[src/design/dfr_pkg.sv]
// ----------------------------------------------------------------------------
// Delimited frame receiver package
// Shared payload types, command codes and register indexes used by the
// front end, back end and top level of the frame receiver.
// ----------------------------------------------------------------------------
package dfr_pkg;

    // Input command codes.
    localparam logic CMD_BYTE = 1'b0;
    localparam logic CMD_TICK = 1'b1;

    // Configuration register indexes.
    localparam int REG_IDX_W = 2;
    localparam logic [REG_IDX_W-1:0] REG_START   = 2'd0;
    localparam logic [REG_IDX_W-1:0] REG_END     = 2'd1;
    localparam logic [REG_IDX_W-1:0] REG_TIMEOUT = 2'd2;

    // Reset value of the timeout register.
    localparam logic [7:0] TIMEOUT_RESET = 8'd50;

    // Position of the length check byte, and the offset taken off the frame length it is compared with.
    localparam int CHECK_INDEX   = 5;
    localparam int LENGTH_OFFSET = 8;

    // One input transaction.
    typedef struct packed {
        logic       cmd;
        logic [7:0] rx_byte;
    } t_in_item;

    // One output transaction.
    typedef struct packed {
        logic [7:0] frame_byte;
        logic [5:0] byte_index;
        logic       last;
    } t_out_item;

endpackage

[src/design/dfr_ram.sv]
// ----------------------------------------------------------------------------
// Generic RAM
// Single write port, single read port, registered read data.
// ----------------------------------------------------------------------------
module dfr_ram #(
    parameter int WIDTH = 8,
    parameter int DEPTH = 32
) (
    input  logic                     i_clk,
    input  logic                     i_we,
    input  logic [$clog2(DEPTH)-1:0] i_waddr,
    input  logic [WIDTH-1:0]         i_wdata,
    input  logic                     i_re,
    input  logic [$clog2(DEPTH)-1:0] i_raddr,
    output logic [WIDTH-1:0]         o_rdata
);

    logic [WIDTH-1:0] r_mem [DEPTH];
    logic [WIDTH-1:0] r_rdata;

    // Write port.
    always_ff @(posedge i_clk) begin
        if (i_we) begin
            r_mem[i_waddr] <= i_wdata;
        end
    end

    // Registered read port.
    always_ff @(posedge i_clk) begin
        if (i_re) begin
            r_rdata <= r_mem[i_raddr];
        end
    end

    assign o_rdata = r_rdata;

endmodule

[src/design/dfr_fifo.sv]
// ----------------------------------------------------------------------------
// Frame command queue
// Small FIFO that carries completed frame lengths from the front end to the
// back end.
// ----------------------------------------------------------------------------
module dfr_fifo #(
    parameter int WIDTH = 6,
    parameter int DEPTH = 2
) (
    input  logic             i_clk,
    input  logic             i_rst_n,
    input  logic             i_push,
    input  logic [WIDTH-1:0] i_push_data,
    output logic             o_full,
    input  logic             i_pop,
    output logic             o_empty,
    output logic [WIDTH-1:0] o_pop_data
);

    localparam int PW = (DEPTH > 1) ? $clog2(DEPTH) : 1;
    localparam int CW = $clog2(DEPTH + 1);

    logic [WIDTH-1:0] r_mem [DEPTH];
    logic [PW-1:0]    r_wr_ptr;
    logic [PW-1:0]    r_rd_ptr;
    logic [CW-1:0]    r_count;
    logic             w_do_push;
    logic             w_do_pop;

    assign o_full     = (r_count == CW'(DEPTH));
    assign o_empty    = (r_count == '0);
    assign o_pop_data = r_mem[r_rd_ptr];
    assign w_do_push  = i_push && !o_full;
    assign w_do_pop   = i_pop && !o_empty;

    // Entry storage.
    always_ff @(posedge i_clk) begin
        if (w_do_push) begin
            r_mem[r_wr_ptr] <= i_push_data;
        end
    end

    // Pointers and fill count.
    always_ff @(posedge i_clk) begin
        if (!i_rst_n) begin
            r_wr_ptr <= '0;
            r_rd_ptr <= '0;
            r_count  <= '0;
        end else begin
            if (w_do_push) begin
                r_wr_ptr <= (r_wr_ptr == PW'(DEPTH - 1)) ? '0 : PW'(r_wr_ptr + 1'b1);
            end
            if (w_do_pop) begin
                r_rd_ptr <= (r_rd_ptr == PW'(DEPTH - 1)) ? '0 : PW'(r_rd_ptr + 1'b1);
            end
            if (w_do_push && !w_do_pop) begin
                r_count <= CW'(r_count + 1'b1);
            end else if (w_do_pop && !w_do_push) begin
                r_count <= CW'(r_count - 1'b1);
            end
        end
    end

endmodule

[src/design/dfr_front.sv]
// ----------------------------------------------------------------------------
// Frame receiver front end
// Accepts bytes and ticks, tracks the open frame, writes the frame store and
// queues the length of each completed frame.
// ----------------------------------------------------------------------------
module dfr_front #(
    parameter int FRAME_DEPTH = 32
) (
    input  logic                                 i_clk,
    input  logic                                 i_rst_n,
    // Configuration writes.
    input  logic                                 i_cfg_we,
    input  logic [dfr_pkg::REG_IDX_W-1:0]        i_cfg_index,
    input  logic [7:0]                           i_cfg_data,
    // Input channel.
    input  logic                                 i_in_valid,
    input  logic                                 i_hold,
    input  dfr_pkg::t_in_item                    i_in_data,
    // Frame store write port.
    output logic                                 o_we,
    output logic [$clog2(FRAME_DEPTH)-1:0]       o_waddr,
    output logic [7:0]                           o_wdata,
    // Completed frame lengths.
    output logic                                 o_push,
    output logic [$clog2(FRAME_DEPTH+1)-1:0]     o_push_len
);

    import dfr_pkg::*;

    localparam int LW = $clog2(FRAME_DEPTH + 1);
    localparam int AW = $clog2(FRAME_DEPTH);

    logic [7:0]    r_start_byte;
    logic [7:0]    r_end_byte;
    logic [7:0]    r_timeout;
    logic          r_receiving;
    logic          n_receiving;
    logic [LW-1:0] r_len;
    logic [LW-1:0] n_len;
    logic [7:0]    r_tick;
    logic [7:0]    n_tick;
    logic [7:0]    r_check_byte;

    logic          w_accept;
    logic [8:0]    w_tick_next;
    logic [LW-1:0] w_new_len;
    logic          w_complete;

    assign w_accept    = i_in_valid && !i_hold;
    assign w_tick_next = {1'b0, r_tick} + 9'd1;
    assign w_new_len   = LW'(r_len + 1'b1);
    assign w_complete  = (i_in_data.rx_byte == r_end_byte)
                      && (w_new_len >= LW'(LENGTH_OFFSET))
                      && (r_check_byte == 8'(w_new_len - LW'(LENGTH_OFFSET)));

    assign o_waddr    = r_len[AW-1:0];
    assign o_wdata    = i_in_data.rx_byte;
    assign o_push_len = w_new_len;

    // Configuration registers.
    always_ff @(posedge i_clk) begin
        if (!i_rst_n) begin
            r_start_byte <= '0;
            r_end_byte   <= '0;
            r_timeout    <= TIMEOUT_RESET;
        end else if (i_cfg_we) begin
            case (i_cfg_index)
                REG_START:   r_start_byte <= i_cfg_data;
                REG_END:     r_end_byte   <= i_cfg_data;
                REG_TIMEOUT: r_timeout    <= i_cfg_data;
                default:     ;
            endcase
        end
    end

    // Frame tracking: start, append, overflow, completion and timeout.
    always_comb begin
        n_receiving = r_receiving;
        n_len       = r_len;
        n_tick      = r_tick;
        o_we        = 1'b0;
        o_push      = 1'b0;
        if (w_accept) begin
            if (i_in_data.cmd == CMD_TICK) begin
                if (r_receiving) begin
                    if (w_tick_next > {1'b0, r_timeout}) begin
                        n_receiving = 1'b0;
                        n_len       = '0;
                        n_tick      = '0;
                    end else begin
                        n_tick = w_tick_next[7:0];
                    end
                end
            end else if (r_receiving || (i_in_data.rx_byte == r_start_byte)) begin
                if (r_len == LW'(FRAME_DEPTH)) begin
                    // Store is full: drop the frame.
                    n_receiving = 1'b0;
                    n_len       = '0;
                    n_tick      = '0;
                end else begin
                    o_we = 1'b1;
                    if (w_complete) begin
                        o_push      = 1'b1;
                        n_receiving = 1'b0;
                        n_len       = '0;
                        n_tick      = '0;
                    end else begin
                        n_receiving = 1'b1;
                        n_len       = w_new_len;
                        n_tick      = r_receiving ? r_tick : 8'd1;
                    end
                end
            end
        end
    end

    always_ff @(posedge i_clk) begin
        if (!i_rst_n) begin
            r_receiving <= 1'b0;
            r_len       <= '0;
            r_tick      <= '0;
        end else begin
            r_receiving <= n_receiving;
            r_len       <= n_len;
            r_tick      <= n_tick;
        end
    end

    // Copy of the length check byte, kept beside the store.
    always_ff @(posedge i_clk) begin
        if (o_we && (r_len == LW'(CHECK_INDEX))) begin
            r_check_byte <= i_in_data.rx_byte;
        end
    end

endmodule

[src/design/dfr_back.sv]
// ----------------------------------------------------------------------------
// Frame receiver back end
// Takes a completed frame length from the queue, reads the frame store one
// byte per cycle while there is room downstream and presents the bytes through
// an output register and skid stage.
// ----------------------------------------------------------------------------
module dfr_back #(
    parameter int FRAME_DEPTH = 32
) (
    input  logic                                 i_clk,
    input  logic                                 i_rst_n,
    // Queue of completed frame lengths.
    input  logic                                 i_empty,
    input  logic [$clog2(FRAME_DEPTH+1)-1:0]     i_len,
    output logic                                 o_pop,
    output logic                                 o_busy,
    // Frame store read port.
    output logic                                 o_re,
    output logic [$clog2(FRAME_DEPTH)-1:0]       o_raddr,
    input  logic [7:0]                           i_rdata,
    // Output channel.
    output logic                                 o_out_valid,
    input  logic                                 i_out_stall,
    output dfr_pkg::t_out_item                   o_out_data
);

    import dfr_pkg::*;

    localparam int LW = $clog2(FRAME_DEPTH + 1);
    localparam int AW = $clog2(FRAME_DEPTH);

    logic          r_busy;
    logic [LW-1:0] r_len;
    logic [LW-1:0] r_rd_addr;
    logic          r_pend;
    logic [5:0]    r_pend_idx;
    logic          r_pend_last;
    logic          r_out_valid;
    logic          n_out_valid;
    t_out_item     r_out;
    t_out_item     n_out;
    logic          r_skid_valid;
    logic          n_skid_valid;
    t_out_item     r_skid;
    t_out_item     n_skid;

    logic          w_take;
    logic [1:0]    w_occupancy;
    logic          w_last;
    t_out_item     w_arrival;

    assign w_take      = r_out_valid && !i_out_stall;
    assign w_occupancy = 2'({1'b0, r_out_valid} + {1'b0, r_skid_valid} + {1'b0, r_pend}
                            - {1'b0, w_take});
    assign w_last      = (LW'(r_rd_addr + 1'b1) == r_len);

    assign o_pop   = !r_busy && !i_empty;
    assign o_busy  = r_busy;
    assign o_re    = r_busy && (w_occupancy <= 2'd1);
    assign o_raddr = r_rd_addr[AW-1:0];

    assign w_arrival = '{frame_byte: i_rdata, byte_index: r_pend_idx, last: r_pend_last};

    assign o_out_valid = r_out_valid;
    assign o_out_data  = r_out;

    // Read sequencer: one store read per cycle while there is room downstream.
    always_ff @(posedge i_clk) begin
        if (!i_rst_n) begin
            r_busy <= 1'b0;
            r_pend <= 1'b0;
        end else begin
            r_pend <= o_re;
            if (o_pop) begin
                r_busy <= 1'b1;
            end else if (o_re && w_last) begin
                r_busy <= 1'b0;
            end
        end
    end

    always_ff @(posedge i_clk) begin
        if (o_pop) begin
            r_len     <= i_len;
            r_rd_addr <= '0;
        end else if (o_re) begin
            r_rd_addr <= LW'(r_rd_addr + 1'b1);
        end
        if (o_re) begin
            r_pend_idx  <= 6'(r_rd_addr);
            r_pend_last <= w_last;
        end
    end

    // Output register with a skid stage behind it.
    always_comb begin
        n_out_valid  = r_out_valid;
        n_out        = r_out;
        n_skid_valid = r_skid_valid;
        n_skid       = r_skid;
        if (!r_out_valid || w_take) begin
            if (r_skid_valid) begin
                n_out_valid  = 1'b1;
                n_out        = r_skid;
                n_skid_valid = r_pend;
                n_skid       = w_arrival;
            end else begin
                n_out_valid = r_pend;
                n_out       = w_arrival;
            end
        end else if (r_pend) begin
            n_skid_valid = 1'b1;
            n_skid       = w_arrival;
        end
    end

    always_ff @(posedge i_clk) begin
        if (!i_rst_n) begin
            r_out_valid  <= 1'b0;
            r_skid_valid <= 1'b0;
        end else begin
            r_out_valid  <= n_out_valid;
            r_skid_valid <= n_skid_valid;
        end
    end

    always_ff @(posedge i_clk) begin
        r_out  <= n_out;
        r_skid <= n_skid;
    end

endmodule

[src/design/delimited_frame_receiver.sv]
// ----------------------------------------------------------------------------
// Delimited frame receiver
// Collects serial bytes into frames bounded by start and end delimiters,
// drops frames on overflow or timeout, and streams each completed frame out.
//
// Input channel: i_in_valid / o_in_stall with i_in_data (cmd, rx_byte). A
// transaction is either a received byte or a timer tick. Each one takes a
// single cycle while no completed frame is queued or still being read out.
// Output channel: o_out_valid / i_out_stall with o_out_data (frame_byte,
// byte_index, last). One transaction per frame byte, last set on the final
// byte.
// Configuration: i_cfg_valid / o_cfg_ready with i_cfg_index and i_cfg_data;
// always ready, writes to unknown indexes are ignored.
// Readout: a completed frame's length passes the queue and the read sequencer;
// the store's registered read data then goes to the output register, one byte
// per cycle while the output is not stalled. The store reads set that pace.
// The input stalls from completion until the last store read.
// Reset: idle, no frame open, start and end bytes 0, timeout 50 ticks.
// A stall on the output pauses the store reads and keeps the input stalled.
// ----------------------------------------------------------------------------
module delimited_frame_receiver #(
    parameter int FRAME_DEPTH = 32
) (
    input  logic                          i_clk,
    input  logic                          i_rst_n,
    input  logic                          i_cfg_valid,
    output logic                          o_cfg_ready,
    input  logic [dfr_pkg::REG_IDX_W-1:0] i_cfg_index,
    input  logic [7:0]                    i_cfg_data,
    input  logic                          i_in_valid,
    output logic                          o_in_stall,
    input  dfr_pkg::t_in_item             i_in_data,
    output logic                          o_out_valid,
    input  logic                          i_out_stall,
    output dfr_pkg::t_out_item            o_out_data
);

    import dfr_pkg::*;

    localparam int LW = $clog2(FRAME_DEPTH + 1);
    localparam int AW = $clog2(FRAME_DEPTH);

    logic          w_we;
    logic [AW-1:0] w_waddr;
    logic [7:0]    w_wdata;
    logic          w_re;
    logic [AW-1:0] w_raddr;
    logic [7:0]    w_rdata;
    logic          w_push;
    logic [LW-1:0] w_push_len;
    logic          w_fifo_full;
    logic          w_fifo_empty;
    logic [LW-1:0] w_pop_len;
    logic          w_pop;
    logic          w_back_busy;

    assign o_cfg_ready = 1'b1;

    // Hold the input while a completed frame is queued or still being read out.
    assign o_in_stall = w_back_busy || !w_fifo_empty;

    dfr_front #(
        .FRAME_DEPTH (FRAME_DEPTH)
    ) u_front (
        .i_clk       (i_clk),
        .i_rst_n     (i_rst_n),
        .i_cfg_we    (i_cfg_valid && o_cfg_ready),
        .i_cfg_index (i_cfg_index),
        .i_cfg_data  (i_cfg_data),
        .i_in_valid  (i_in_valid),
        .i_hold      (o_in_stall),
        .i_in_data   (i_in_data),
        .o_we        (w_we),
        .o_waddr     (w_waddr),
        .o_wdata     (w_wdata),
        .o_push      (w_push),
        .o_push_len  (w_push_len)
    );

    dfr_ram #(
        .WIDTH (8),
        .DEPTH (FRAME_DEPTH)
    ) u_store (
        .i_clk   (i_clk),
        .i_we    (w_we),
        .i_waddr (w_waddr),
        .i_wdata (w_wdata),
        .i_re    (w_re),
        .i_raddr (w_raddr),
        .o_rdata (w_rdata)
    );

    dfr_fifo #(
        .WIDTH (LW),
        .DEPTH (2)
    ) u_queue (
        .i_clk       (i_clk),
        .i_rst_n     (i_rst_n),
        .i_push      (w_push),
        .i_push_data (w_push_len),
        .o_full      (w_fifo_full),
        .i_pop       (w_pop),
        .o_empty     (w_fifo_empty),
        .o_pop_data  (w_pop_len)
    );

    dfr_back #(
        .FRAME_DEPTH (FRAME_DEPTH)
    ) u_back (
        .i_clk       (i_clk),
        .i_rst_n     (i_rst_n),
        .i_empty     (w_fifo_empty),
        .i_len       (w_pop_len),
        .o_pop       (w_pop),
        .o_busy      (w_back_busy),
        .o_re        (w_re),
        .o_raddr     (w_raddr),
        .i_rdata     (w_rdata),
        .o_out_valid (o_out_valid),
        .i_out_stall (i_out_stall),
        .o_out_data  (o_out_data)
    );

    // A completed frame never finds the queue full.
    assert property (@(posedge i_clk) disable iff (!i_rst_n) w_push |-> !w_fifo_full)
        else $error("frame queue overflow");

    // The store is never written while a frame is being read out.
    assert property (@(posedge i_clk) disable iff (!i_rst_n) w_we |-> !w_back_busy)
        else $error("frame store written during readout");

    // Once a frame is queued, the back end takes it from the queue on the next cycle.
    assert property (@(posedge i_clk) disable iff (!i_rst_n)
                     w_push |=> (w_pop && !w_back_busy))
        else $error("queued frame not taken by the back end");

endmodule

[config.mk]
export PLATFORM = sky130hd
export DESIGN_NAME = delimited_frame_receiver
export DESIGN_NICKNAME = d
export VERILOG_FILES = /design/src/design/dfr_pkg.sv /design/src/design/dfr_ram.sv /design/src/design/dfr_fifo.sv /design/src/design/dfr_front.sv /design/src/design/dfr_back.sv /design/src/design/delimited_frame_receiver.sv
export SDC_FILE = /design/constraint.sdc
export NUM_CORES = 1
export LEC_CHECK = 0
export ABC_AREA = 0
export BUFFER_PORTS_ARGS = -buffer_cell sky130_fd_sc_hd__buf_2
export CAP_MARGIN = 25
export CORE_UTILIZATION = 32
export CTS_CLUSTER_SIZE = 8
export DETAILED_ROUTE_END_ITERATION = 16
export HOLD_SLACK_MARGIN = 0.02
export MAX_ROUTING_LAYER = met4
export PLACE_DENSITY = 0.54
export SLEW_MARGIN = 20
export SYNTH_ARGS = -nofsm -noshare
export SYNTH_HDL_FRONTEND = slang
export SYNTH_SLANG_ARGS = --single-unit
[constraint.sdc]
create_clock -name i_clk -period 4.5 [get_ports i_clk]
set_clock_uncertainty 0.15 [all_clocks]
set_input_delay 0.675 -clock i_clk [delete_from_list [all_inputs] [get_ports i_clk]]
set_output_delay 0.675 -clock i_clk [all_outputs]
set_load 0.1 [all_outputs]
# Word-level counts from Yosys, hierarchy flattened

Memory sizes are Yosys's and may differ from the RTL's. A register that Yosys moved wholly into a read port is not among the register bits.
Index checks and enable logic that the tools add are counted.

Flip-flop bits (word level): 98
Bits in latches: 0
Memory bits (writable): 268
ROM bits: 0
Output and inout port bits: 18
Memories kept: 2

Memory list:

| name          | words | width | rd ports | clocked after Yosys merged registers in | wr ports | line           | RTL |
|---|---|---|---|---|---|---|---|
| u_store.r_mem | 32    | 8     | 1        | 1                                       | 1        | dfr_ram.sv:18  | `logic [WIDTH-1:0] r_mem [DEPTH];` |
| u_queue.r_mem | 2     | 6     | 1        | 1                                       | 1        | dfr_fifo.sv:23 | `logic [WIDTH-1:0] r_mem [DEPTH];` |

Add/sub/neg operators: 11
Multiply operators: 0
Divide/modulo/power cells: 0
Order comparisons: 3
Equality and inequality tests: 13
Shift operators: 0
Mux-type cells: 46
Bitwise operators: 0
Reductions and logical operators: 36

Operator list:

| operator              | number |
|---|---|
| $mux W15              | 4 |
| $mux W8               | 7 |
| $mux W6               | 6 |
| $mux W1               | 27 |
| $eq A8 B8 Y1          | 3 |
| $add A6 B1 Y6 const B | 2 |
| $logic_and A1 B1 Y1   | 12 |
| $reduce_and A2 Y1     | 5 |
| $add A8 B1 Y9 const B | 1 |
| $gt A9 B8 Y1          | 1 |
| $logic_not A1 Y1      | 8 |
| $reduce_and A4 Y1     | 2 |
| $reduce_bool A2 Y1    | 4 |
| $sub A6 B4 Y7 const B | 1 |
| $eq A6 B3 Y1 const B  | 1 |
| $eq A6 B6 Y1          | 1 |
| $eq A6 B6 Y1 const B  | 1 |
| $ge A6 B4 Y1 const B  | 1 |
| $ne A2 B1 Y1 const B  | 3 |
| $eq A2 B2 Y1 const B  | 2 |
| $logic_not A2 Y1      | 2 |
| $mux W2               | 2 |
| $ne A4 B4 Y1 const B  | 1 |
| $logic_or A1 B1 Y1    | 3 |
| 8 further kinds       | 9 |

# Logic depth before layout (Yosys ltp)

Word-level depth: 14
Mapped depth: 15
Gate-level depth less buffers: 14

# Hierarchy

A second synthesis with hierarchy kept.

Cell total of the unflattened synthesis: 918
Area total of the unflattened synthesis: 15,854.0 µm²

By module, submodules not included:

| module                   | instances | cells an instance | area an instance (µm²) | seq. area each (µm²) |
|---|---|---|---|---|
| dfr_ram                  | 1         | 417               | 10,133.5               | 7,927.6 |
| dfr_front                | 1         | 317               | 2,912.8                | 1,021.0 |
| dfr_back                 | 1         | 137               | 2,124.5                | 1,491.4 |
| dfr_fifo                 | 1         | 44                | 665.6                  | 460.4 |
| delimited_frame_receiver | 1         | 3                 | 17.5                   | 0.0 |

# Least setup slack after synthesis

Ideal clock, no wire load.

Path type: register to register
Start point: register u_front.r_len[0]
End point: register u_queue.r_count[1]
Library setup time: 76 ps
Arrival: 3,309 ps
Slack: 965 ps
Stages on the path, launching flop included: 15
Cells stage by stage: dfxtp_1 -> ha_1 -> clkbuf_1 -> nand3_1 -> xnor2_1 -> inv_1 -> ha_1 -> xnor2_1 -> nor4_1 -> nand4_1 -> nor3_1 -> and4_1 -> ha_1 -> or3_1 -> a21boi_0

Word-level cells in the longest chain between the ends: 13
Elaborated cells between the ends (all ways): 18
Those cells by class: add/sub (2); order compare (1); eq/ne (2); mux (6); reduce/logical (7)

Ends and longest elaborated chain:

| item                                                | line                             | RTL |
|---|---|---|
| from (decl)                                         | dfr_front.sv:38                  | `logic [LW-1:0] r_len;` |
| from (signal assigned)                              | dfr_front.sv:124                 | `r_len <= n_len;` |
| $add A6 B1 Y6 (*)                                   | dfr_front.sv:51                  | `assign w_new_len = LW'(r_len + 1'b1);` |
| named net u_front.o_push_len[4]                     | dfr_front.sv:25                  | `output logic [$clog2(FRAME_DEPTH+1)-1:0] o_push_len` |
| $sub A6 B4 Y7 or $ge A6 B4 Y1 (tied branches)       | dfr_front.sv:54, dfr_front.sv:53 |  |
| $eq A8 B8 Y1 or $logic_and A1 B1 Y1 (tied branches) | dfr_front.sv:54, dfr_front.sv:53 |  |
| $logic_and A1 B1 Y1 (*)                             | dfr_front.sv:54                  | `&& (r_check_byte == 8'(w_new_len - LW'(LENGTH_OFFSET)));` |
| $mux W1 (*)                                         | dfr_front.sv:102                 | `if (w_complete) begin` |
| $mux W1 (*)                                         | dfr_front.sv:95                  | `if (r_len == LW'(FRAME_DEPTH)) begin` |
| $mux W1 (*)                                         | dfr_front.sv:94                  | `end else if (r_receiving \|\| (i_in_data.rx_byte == r_start_byte)) begin` |
| $mux W1 (*)                                         | dfr_front.sv:84                  | `if (i_in_data.cmd == CMD_TICK) begin` |
| $mux W1 (*)                                         | dfr_front.sv:83                  | `if (w_accept) begin` |
| $logic_and A1 B1 Y1 (*)                             | dfr_fifo.sv:33                   | `assign w_do_push = i_push && !o_full;` |
| named net u_queue.w_do_push                         | dfr_fifo.sv:27                   | `logic w_do_push;` |
| $logic_not A1 Y1                                    | dfr_fifo.sv:58                   | `end else if (w_do_pop && !w_do_push) begin` |
| $logic_and A1 B1 Y1                                 | dfr_fifo.sv:58                   |  |
| $reduce_bool A2 Y1 (no line)                        | -                                |  |
| to (signal assigned)                                | dfr_fifo.sv:57                   | `r_count <= CW'(r_count + 1'b1);` |
| to (signal assigned)                                | dfr_fifo.sv:59                   | `r_count <= CW'(r_count - 1'b1);` |
| to (decl)                                           | dfr_fifo.sv:26                   | `logic [CW-1:0] r_count;` |

Mark *: on every way through the listed nets, which the timed path passes. The rest lies on a longest branch.
A chain may end at the register's enable or synchronous reset.

# Worst setup path in the final report

Start point: register u_front.r_len[0]
End point: memory u_queue.r_mem[0][4], enable pin

Word-level cells in the longest chain between the ends: 12
Elaborated cells between the ends (all ways): 15
Those cells by class: add/sub (2); order compare (1); eq/ne (2); mux (7); reduce/logical (3)

Ends and longest elaborated chain:

| item                                                | line                             | RTL |
|---|---|---|
| $add A6 B1 Y6 (*)                                   | dfr_front.sv:51                  |  |
| named net u_front.o_push_len[4]                     | dfr_front.sv:25                  |  |
| $sub A6 B4 Y7 or $ge A6 B4 Y1 (tied branches)       | dfr_front.sv:54, dfr_front.sv:53 |  |
| $eq A8 B8 Y1 or $logic_and A1 B1 Y1 (tied branches) | dfr_front.sv:54, dfr_front.sv:53 |  |
| $logic_and A1 B1 Y1 (*)                             | dfr_front.sv:54                  |  |
| $mux W1 (*)                                         | dfr_front.sv:102                 |  |
| $mux W1 (*)                                         | dfr_front.sv:95                  |  |
| $mux W1 (*)                                         | dfr_front.sv:94                  |  |
| $mux W1 (*)                                         | dfr_front.sv:84                  |  |
| $mux W1 (*)                                         | dfr_front.sv:83                  |  |
| $logic_and A1 B1 Y1 (*)                             | dfr_fifo.sv:33                   |  |
| named net u_queue.w_do_push                         | dfr_fifo.sv:27                   |  |
| $mux W1 (*)                                         | dfr_fifo.sv:38                   | `if (w_do_push) begin` |
| $mux W1 (implied by the code) (*)                   | dfr_fifo.sv:39                   | `r_mem[r_wr_ptr] <= i_push_data;` |
| to (decl)                                           | dfr_fifo.sv:23                   |  |

Marks and branches as above.

==> results_dict.tcl <==
set metrics [dict create \
    outcome "finished clean" \
    reg2regPathDepth 11 \
    whs_path_depth 3 \
    drt_iter0_markers 602 \
    finalSetupTns_ns 0 \
    die_area_sq_mm 0.0492 \
    drv_slew 0 \
    fin_ws_ns 0.412 \
    post-route-period-util_pct 90.8 \
    root_buffer "clkbuf_16" \
    drc 0 \
    worst_slew_pin_slew_ns 0.759 \
    grt_first_pass_wirelength_mm 50.6 \
    antenna_found_initial 1 \
    clockBufferDepth 3 \
    post-cts-setup-buffers 0 \
    required_ns 4.55 \
    synth-async-reset-ratio_pct 0 \
    wl_per_cell_um 20.3 \
    vias 7919 \
    synth_seq_cells 380 \
    grt_max_degree 70 \
    cts_tree "done" \
    cp-end-kind "flop" \
    synth.net_count 928 \
    die_y_um 222 \
    met3_length_mm 1.63 \
    grt_pass1_vias 8092 \
    slew_headroom_pct 49.2 \
    hold_path.startpoint "i_cfg_data[0]" \
    wl_met2_mm 15.2 \
    ir_drop_mv 0.271 \
    start_kind "flop" \
    reg2reg_setup_slack_ns 0.41 \
    crit_path_max_incr_delay_ns 0.53 \
    ctsHoldBuffers 0 \
    htreeDepth 2 \
    drive_gt1_share_pct 26.4 \
    diodes 0 \
    start_util_pct 32.4 \
    area_growth_pct 17.3 \
    synth_top_flop_cell "edfxtp_1" \
    synth_edf_count 327 \
    r2r-start "u_front.r_len[0]" \
    clkTransAtPathRegs_ns 0.05 \
    min_to "u_front.r_timeout[0]" \
    top_layer "met4" \
    portBuffers 40 \
    critPathSlowestCell "nor2b_1" \
    drt_pass1_iterations 5 \
    yosysWarnings 0 \
    pwr_density_cell_mw_per_mm2 525 \
    cts.sinks 380 \
    cp_max_fo 9 \
    wl_mm 33.0 \
    worst-path-buf-inv 1 \
    crit_family "simple AND/OR/NAND/NOR gates" \
    antenna_left 0 \
    gr-total-overflow 0 \
    synth.distinct_cells 56 \
    synth-seq-area-share_pct 70.3 \
    rsz0062_at_grt "false" \
    syn_inst 885 \
    crit_type "reg -> reg" \
    maxCapViolCount 0 \
    wl_met1_mm 15.4 \
    dieWidth_um 222 \
    final_hold_viol_count 0 \
    cp.arrival_ns 4.13 \
    dp_slack_ns 0.484 \
    place.gp.congestion 0.828 \
    setup_violations 0 \
    grt_use_total_pct 14.0 \
    power.total_w 0.00954 \
    cts_resized 0 \
    core_area_sq_mm 0.0477 \
    post-route-min-period_ns 4.09 \
    vias_per_cell 4.87 \
    whs_ns 0.222 \
    io-pin-count 42 \
    clock_latency_ns 0.58 \
    fp-row-count 80 \
    holdCritPathClass "in -> reg" \
    avgSynthCellArea_sq_um 17.5 \
    cts_inserted_buffers 53 \
    crit_path_cell_trace "ha_1 > nand3_1 > xnor2_1 > inv_1 > ha_1 > xnor2_1 > nor4_1 > nand4_1 > nor3_1 > and4_1 > nor2b_1" \
    p_leak_nw 6.09 \
    dp_hpwl_mm 21.1 \
    maxClockFrequency_mhz 245 \
    r2r_end "u_queue.r_mem[0][4]" \
    fin_nets 1036 \
    synth_area_sq_mm 0.0155 \
]
through the flow:
stage / utilization, % / instances / area [sq um]
3_3_place_gp: 35.0 / 1553 / 16700
5_1_grt: 38.0 / 1627 / 18200
6_report: 38.0 / 1627 / 18200
4_1_cts: 38.0 / 1627 / 18200
3_5_place_dp: 35.0 / 1553 / 16700
2_1_floorplan: - / 885 / 15500
registers in the layout (all words and copies together) (netlist names), 2 cells and up:
register and count:
u_queue.r_count 2, u_store.o_rdata 8, u_back.r_len 6, u_front.r_len 6
u_front.r_start_byte 8, u_front.r_timeout 8, u_queue.r_mem 12, u_back.r_rd_addr 6
u_store.r_mem 256, u_front.r_tick 8, u_back.r_skid 15, u_front.r_end_byte 8
u_back.o_out_data 15, u_front.r_check_byte 8, u_back.r_pend_idx 6
report_power, final:
part | switching, W | internal (W) | total (W)
sequential | 0.000124 | 0.00404 | 0.00416
combinational | 0.00109 | 0.000749 | 0.00184
clock | 0.00139 | 0.00215 | 0.00354
cell type report:
class / instances / area, sq um
Multi-Input combinational cell: 445 / 4360
Timing Repair Buffer: 90 / 601
Sequential cell: 380 / 10900
Clock inverter: 3 / 41.3
Inverter: 23 / 86.3
Clock buffer: 71 / 1420
Tap cell: 615 / 769
Fill cell: 4360 / 29600
Yosys cell counts, types with 5 or more instances:
cell        n  area, sq um
nand3_1    24          120
a21o_1      6         45.0
inv_1      22         82.6
nor3_1      9         45.0
ha_1       19          238
buf_1       5         18.8
mux4_2     80         1800
mux2i_1    22          220
xnor2_1    26          228
nor2_1     67          251
clkbuf_1   26         97.6
and2_1      6         37.5
nor2b_1    14         87.6
mux2_2     30          338
a21oi_1     9         45.0
dfxtp_1    53         1060
buf_2       5         25.0
and3_1      5         31.3
xor2_1     23          201
nand4_1     9         56.3
nand2_1    33          124
a21boi_0    7         52.6
edfxtp_1  327         9820
o21ai_0     9         45.0
worst register-to-register path: cells and delay by family, from the launching register on:
| kind | cells | cell delay, ns |
|---|---|---|
| DFF | 1 | 0.51 |
| buffers and inverters | 1 | 0.11 |
| xor gates and xnor gates | 2 | 0.53 |
| and+or+nand+nor | 6 | 1.74 |
| adders and majority gates | 2 | 0.66 |
cells in the final DEF, fill, tap and decap left out, types with 23 or more instances in the layout:
cell / instances
edfxtp_1: 327
mux2_2: 30
clkbuf_16: 54
mux4_2: 80
nor2_1: 67
nand3_1: 24
xor2_1: 23
xnor2_1: 26
buf_2: 40
dfxtp_1: 50
nand2_1: 33
buf_4: 48
cells by family (layout without fill, tap and decap cells):
group | count (synthesis) | count (layout) | synth area share, %
other | 1 | 1 | 0.0242
buffers and inverters | 60 | 187 | 1.52
DFF | 380 | 380 | 70.3
and+or+nand+nor | 192 | 192 | 6.07
muxes | 132 | 132 | 15.3
xor gates and xnor gates | 49 | 49 | 2.77
adders and majority gates | 19 | 19 | 1.54
AOI/OAI and AO/OA | 52 | 52 | 2.50
how the worst max path moves through the flow:
stage | start | endpoint | slack [ns] | cells past startpoint
detailed placement | u_front.r_len[0] | u_queue.r_mem[0][4] | 0.48 | 11
floorplan | u_front.r_len[0] | u_queue.r_count[1] | 0.97 | 14
global route | u_front.r_len[0] | u_queue.r_mem[0][5] | 0.07 | 11
CTS | u_front.r_len[0] | u_queue.r_mem[0][5] | 0.42 | 11
global placement | u_front.r_len[0] | u_queue.r_count[1] | 0.59 | 13
finish | u_front.r_len[0] | u_queue.r_mem[0][4] | 0.41 | 11
metal layers:
metal | global-route usage, % | vias up
met3 | 2.50 | 54
met2 | 21.0 | 188
met5 | - | -
met1 | 19.1 | 4028
li1 | - | 3649
met4 | 5.06 | 0
(Power assumes the default switching activity.)
